[src/hdl/ffia_ram.sv]
`timescale 1ns / 1ps
// ----------------------------------------------------------------------------
// ffia_ram
// Simple dual-port RAM: one write port, one read port with registered data.
// ----------------------------------------------------------------------------
module ffia_ram #(
  parameter int WIDTH = 8,
  parameter int DEPTH = 256
) (
  input  logic                     clk,
  input  logic                     we,
  input  logic [$clog2(DEPTH)-1:0] waddr,
  input  logic [WIDTH-1:0]         wdata,
  input  logic                     re,
  input  logic [$clog2(DEPTH)-1:0] raddr,
  output logic [WIDTH-1:0]         rdata
);

  logic [WIDTH-1:0] mem [DEPTH];

  always_ff @(posedge clk) begin
    if (we) begin
      mem[waddr] <= wdata;
    end
    // read during write returns the old contents
    if (re) begin
      rdata <= mem[raddr];
    end
  end

endmodule

[config.mk]
export PLATFORM = sky130hd
export DESIGN_NAME = ffia_ram
export DESIGN_NICKNAME = d
export VERILOG_FILES = /design/src/hdl/ffia_ram.sv
export SDC_FILE = /design/constraint.sdc
export NUM_CORES = 2
export LEC_CHECK = 0
export BUFFER_PORTS_ARGS = -buffer_cell sky130_fd_sc_hd__buf_4
export CAP_MARGIN = 20
export CORE_MARGIN = 2
export CORE_UTILIZATION = 55
export CTS_CLUSTER_SIZE = 10
export DETAILED_ROUTE_END_ITERATION = 8
export GPL_TIMING_DRIVEN = 1
export PLACE_DENSITY = 0.71
export SLEW_MARGIN = 20
export SYNTH_ARGS = -nofsm -noshare
export SYNTH_HDL_FRONTEND = slang
export SYNTH_SLANG_ARGS = --single-unit
[constraint.sdc]
create_clock -name clk -period 4.85 [get_ports clk]
set_clock_uncertainty 0.15 [all_clocks]
set_input_delay 0.97 -clock clk [delete_from_list [all_inputs] [get_ports clk]]
set_output_delay 0.97 -clock clk [all_outputs]
set_load 0.02 [all_outputs]
After elaboration in Yosys (flattened, before gate mapping) --
Memory sizes are Yosys's and may differ from the RTL's. A register that Yosys moved wholly into a read port is not among the register bits. Cells that the tools add are included.
Word-level totals: register bits 0, memory bits (writable) 2048, input port bits 27, memories 1
Memory list:
- mem | words 256, width 8, read ports 1, clocked after Yosys merged registers in 1, write ports 1, RTL line 19 | logic [WIDTH-1:0] mem [DEPTH];
Cells by class: muxes and demuxes 2
Operators with widths (number):
- $mux 1 | 2

Depth between registers and ports, before layout --
word-level depth 2, gate-level depth with buffers 11, mapped depth without buffers 6

Least setup slack after synthesis --
Ideal clock, no wire load.
path type input-to-reg, start point input port raddr[0], end point register rdata[2] (read register of mem), data pin, arrival time 2.777 ns, slack 1.654 ns, stages 9, path buffers 4, path through buf_6 buf_12 buf_8 buf_2 mux4_2 a22oi_1 a21oi_1 nor4_1 nor4_2
RTL lines:
- from (decl) | RTL line 15 | input logic [$clog2(DEPTH)-1:0] raddr,
- to (decl) | RTL line 16 | output logic [WIDTH-1:0] rdata

==> impl_metrics.prom <==
# TYPE chip_impl_metric gauge
chip_impl_info{name="outcome",value="finished, violations left"} 1
chip_impl_info{name="violations_in_the_final_reports",value="DRC"} 1
chip_impl_metric{name="clk_transition_reported_paths",unit="ps"} 60
chip_impl_metric{name="growth_of_design_area_from_synthesis_to_finish",unit="%"} 11.35
chip_impl_metric{name="period_utilization_post_route",unit="%"} 75.87
chip_impl_metric{name="grt_max_degree",unit=""} 136
chip_impl_info{name="synth_top_cells_by_area",value="sky130_fd_sc_hd__edfxtp_1 (78%), sky130_fd_sc_hd__mux4_2 (13%), sky130_fd_sc_hd__mux2i_1 (1.7%)"} 1
chip_impl_metric{name="post-dp-hpwl",unit="microns"} 115900
chip_impl_metric{name="arrival_time_reported_for_the_critical_path_endpoint",unit="ps"} 4110
chip_impl_metric{name="remaining_drc_errors",unit=""} 4
chip_impl_metric{name="syn-instance-count",unit=""} 3733
chip_impl_metric{name="clock.fmax",unit="GHz"} 0.2718
chip_impl_info{name="hold_class",value="in2reg"} 1
chip_impl_metric{name="drt_first_pass_iters",unit=""} 8
chip_impl_metric{name="netlist_area",unit="sq mm"} 0.07964
chip_impl_metric{name="initial_core_utilization",unit="%"} 55.44
chip_impl_info{name="rsz0062_at_grt",value="false"} 1
chip_impl_info{name="cts_tree",value="built"} 1
chip_impl_metric{name="synth_edf_count",unit=""} 2056
chip_impl_metric{name="max_slew_violations",unit=""} 0
chip_impl_metric{name="chipWidth",unit="microns"} 384.5
chip_impl_metric{name="seqPwrFrac",unit="%"} 54.5
chip_impl_metric{name="power.share.combinational",unit="%"} 4.9
chip_impl_metric{name="max_cap_violations",unit=""} 0
chip_impl_metric{name="netSwitchingPower",unit="mW"} 7.585
chip_impl_metric{name="grt_pass1_wl",unit="microns"} 276500
chip_impl_metric{name="via_per_inst",unit=""} 6.668
chip_impl_info{name="worstSetupEndpointType",value="flop"} 1
chip_impl_metric{name="gp_congestion",unit=""} 0.8899
chip_impl_metric{name="post_cts_resize_count",unit=""} 0
chip_impl_metric{name="num-fill-cells",unit=""} 9681
chip_impl_info{name="synthDominantAreaCellType",value="sky130_fd_sc_hd__edfxtp_1"} 1
chip_impl_metric{name="internal_power",unit="mW"} 28.44
chip_impl_metric{name="critPathMaxFanout",unit=""} 70
chip_impl_metric{name="cts-htree-levels",unit=""} 4
chip_impl_metric{name="cts_inserted_buffers",unit=""} 225
chip_impl_metric{name="wl_per_cell",unit="microns"} 32.37
chip_impl_metric{name="fin_nets",unit=""} 3968
chip_impl_metric{name="synthesis.yosys.warnings",unit=""} 0
chip_impl_metric{name="vias",unit=""} 39180
chip_impl_metric{name="totalNegativeSetupSlack",unit="ps"} 0
chip_impl_metric{name="max_slew_margin",unit="%"} 24.52
chip_impl_metric{name="swShare",unit="%"} 21.05
chip_impl_metric{name="worst_pin_slew",unit="ps"} 1124
chip_impl_metric{name="synth-async-reset-ratio",unit="%"} 0
chip_impl_metric{name="cts_hold_buf",unit=""} 0
chip_impl_metric{name="number_of_hold_violations_in_the_final_report",unit=""} 0
chip_impl_info{name="start_kind",value="primary input"} 1
chip_impl_metric{name="grt_overall_usage",unit="%"} 26.11
chip_impl_metric{name="cp.required",unit="ps"} 5280
chip_impl_metric{name="numPortBuffers",unit=""} 34
chip_impl_metric{name="number_of_register_bits_inferred_by_synthesis",unit=""} 2056
chip_impl_metric{name="fp.dieH",unit="microns"} 384.5
chip_impl_metric{name="vdd_drop_max",unit="V"} 0.0003390
chip_impl_info{name="synthMostInstantiatedCell",value="sky130_fd_sc_hd__edfxtp_1"} 1
chip_impl_metric{name="dieArea",unit="sq mm"} 0.1479
chip_impl_metric{name="synth.top_cell.area_share",unit="%"} 77.53
chip_impl_info{name="postSynth.topFlopCell",value="sky130_fd_sc_hd__edfxtp_1"} 1
chip_impl_metric{name="first_global_vias",unit=""} 39270
chip_impl_metric{name="final.min_clock_period",unit="ps"} 3679
chip_impl_metric{name="final-setup-viol-count",unit=""} 0
chip_impl_metric{name="core",unit="sq mm"} 0.1437
chip_impl_metric{name="power_density",unit="mW/mm^2"} 406.3
chip_impl_metric{name="total_leakage_power",unit="nW"} 27.41
chip_impl_metric{name="clk_path_buf_depth",unit=""} 3
chip_impl_metric{name="dpl.cell_count",unit=""} 5617
chip_impl_metric{name="synth-seq-area-share",unit="%"} 77.53
chip_impl_metric{name="setup.reg_to_reg.worst_slack",unit="ps"} 1810
chip_impl_metric{name="pin_count",unit=""} 35
chip_impl_metric{name="synthesis.nets",unit=""} 3760
chip_impl_metric{name="detailedPlace.worstSlack",unit="ps"} 311.1
chip_impl_metric{name="whs",unit="ps"} 353.8
chip_impl_metric{name="post_synth_num_cell_types",unit=""} 54
chip_impl_metric{name="synth.avg_cell_area",unit="sq um"} 21.33
chip_impl_metric{name="final_antenna_net_count",unit=""} 0
chip_impl_metric{name="stdcell_count",unit=""} 5876
chip_impl_info{name="critical_path_class",value="in2reg"} 1
chip_impl_metric{name="numClockSinks",unit=""} 2056
chip_impl_metric{name="timing.final.ws_setup",unit="ps"} 1171
chip_impl_metric{name="placement_rows",unit=""} 139
chip_impl_metric{name="drt-initial-drc-count",unit=""} 5339
chip_impl_info{name="cell_at_the_root_of_the_clock_tree",value="sky130_fd_sc_hd__clkbuf_16"} 1
chip_impl_metric{name="clk-insertion-delay-late",unit="ps"} 860
chip_impl_metric{name="cts_setup_buffers",unit=""} 0
chip_impl_metric{name="power.share.clock",unit="%"} 40.5
chip_impl_metric{name="routed_wl",unit="microns"} 190200
chip_impl_metric{name="grt_antenna_before_repair",unit=""} 10
chip_impl_info{name="synth.top_cells.by_count",value="sky130_fd_sc_hd__edfxtp_1 (2,056), sky130_fd_sc_hd__mux4_2 (454), sky130_fd_sc_hd__nor2_1 (282), sky130_fd_sc_hd__mux2i_1 (134), sky130_fd_sc_hd__a22oi_1 (133)"} 1
chip_impl_metric{name="gr-total-overflow",unit=""} 0
chip_impl_metric{name="layout-drive-gt1-share",unit="%"} 23.54
[final cells by class]
cell class              count  area (sq um)  share of cell area (%)
diodes                      5         12.51                 0.01411
well taps                1903          2381                   2.685
clock inverters            20         336.6                  0.3796
inverters                   2         7.507                0.008466
multi-input cells        1442         16500                   18.61
clock buffers             234          5664                   6.387
repair buffers            214          2034                   2.294
flip-flops and latches   2056         61740                   69.62
[through the flow]
step	util (%)	area, sq um	total power, mW
floorplan	-	79640	20.95
global placement	57.52	82630	21.74
detailed placement	57.54	82660	21.77
CTS	61.72	88660	36.17
global route	61.72	88670	36.89
finish	61.73	88680	36.03
[placed cells by master, fill, tap and decap left out, types with 3 or more instances in the layout]
| cell | count |
|---|---|
| sky130_fd_sc_hd__edfxtp_1 | 2056 |
| sky130_fd_sc_hd__mux4_2 | 454 |
| sky130_fd_sc_hd__nor2_1 | 279 |
| sky130_fd_sc_hd__clkbuf_16 | 225 |
| sky130_fd_sc_hd__buf_4 | 175 |
| sky130_fd_sc_hd__mux2i_1 | 134 |
| sky130_fd_sc_hd__a22oi_1 | 133 |
| sky130_fd_sc_hd__a21oi_1 | 96 |
| sky130_fd_sc_hd__o221ai_1 | 46 |
| sky130_fd_sc_hd__nand3_1 | 34 |
| sky130_fd_sc_hd__nand2_1 | 33 |
| sky130_fd_sc_hd__buf_12 | 29 |
| sky130_fd_sc_hd__o22ai_1 | 28 |
| sky130_fd_sc_hd__nor2b_1 | 28 |
| sky130_fd_sc_hd__nor3_1 | 22 |
| sky130_fd_sc_hd__nor4_1 | 20 |
| sky130_fd_sc_hd__a211oi_1 | 16 |
| sky130_fd_sc_hd__a221oi_1 | 13 |
| sky130_fd_sc_hd__nand4_1 | 10 |
| sky130_fd_sc_hd__o211ai_1 | 10 |
| sky130_fd_sc_hd__o21ai_0 | 10 |
| sky130_fd_sc_hd__clkbuf_1 | 9 |
| sky130_fd_sc_hd__nand2b_1 | 8 |
| sky130_fd_sc_hd__a22o_1 | 8 |
| sky130_fd_sc_hd__clkbuf_8 | 8 |
| sky130_fd_sc_hd__nor4_2 | 7 |
| sky130_fd_sc_hd__and2_1 | 6 |
| sky130_fd_sc_hd__clkinv_16 | 6 |
| sky130_fd_sc_hd__diode_2 | 5 |
| sky130_fd_sc_hd__o22a_1 | 5 |
| sky130_fd_sc_hd__or2_2 | 4 |
| sky130_fd_sc_hd__o32ai_1 | 4 |
| sky130_fd_sc_hd__clkinv_8 | 4 |
| sky130_fd_sc_hd__clkinv_1 | 3 |
| sky130_fd_sc_hd__inv_6 | 3 |
[cells by family after synthesis]
family	count (synthesis)	synth area share [%]
and+or+nand+nor	466	2.625
buffers and inverters	235	1.829
AOI/OAI and AO/OA	385	3.416
muxes	591	14.60
DFF	2056	77.53
[worst max-delay path, cell delays in order]
cell and delay [ps]:
sky130_fd_sc_hd__buf_8 470, sky130_fd_sc_hd__buf_12 400, sky130_fd_sc_hd__mux4_2 370, sky130_fd_sc_hd__o22a_1 220, sky130_fd_sc_hd__o21ai_0 220, sky130_fd_sc_hd__a2111oi_0 210, sky130_fd_sc_hd__nor3_1 730, sky130_fd_sc_hd__buf_4 250
sky130_fd_sc_hd__nor4_2 40
[path summary, 6_finish.rpt]
path                    from        to  cells after the start
setup / recovery    raddr[1]  rdata[0]                      9
hold / removal            re  rdata[6]                      1
setup reg to reg  mem[82][5]  rdata[5]                      6
hold reg to reg   mem[40][3]  rdata[3]                      7
[flip-flops by register name (all words and copies together), names as in the netlist]
signal  count
mem      2048
rdata       8
[routing by layer]
metal  up-vias  wire (microns)  GRT usage [%]
met1     20580           73000          37.34
met5         -              41              0
met3       377           20470          6.269
met2      2210           90190          40.09
met4         6            6517          8.811
li1      16010               -              -
[power by group through the flow]
stage / sequential (mW) / combinational, mW / clock, mW
after floorplan: 20.0 / 0.952 / 0
after global placement: 20.0 / 1.74 / 0
after detailed placement: 20.0 / 1.77 / 0
after CTS: 19.6 / 1.77 / 14.8
after global routing: 19.6 / 1.86 / 15.4
final: 19.6 / 1.78 / 14.6
(Power assumes the default switching activity.)
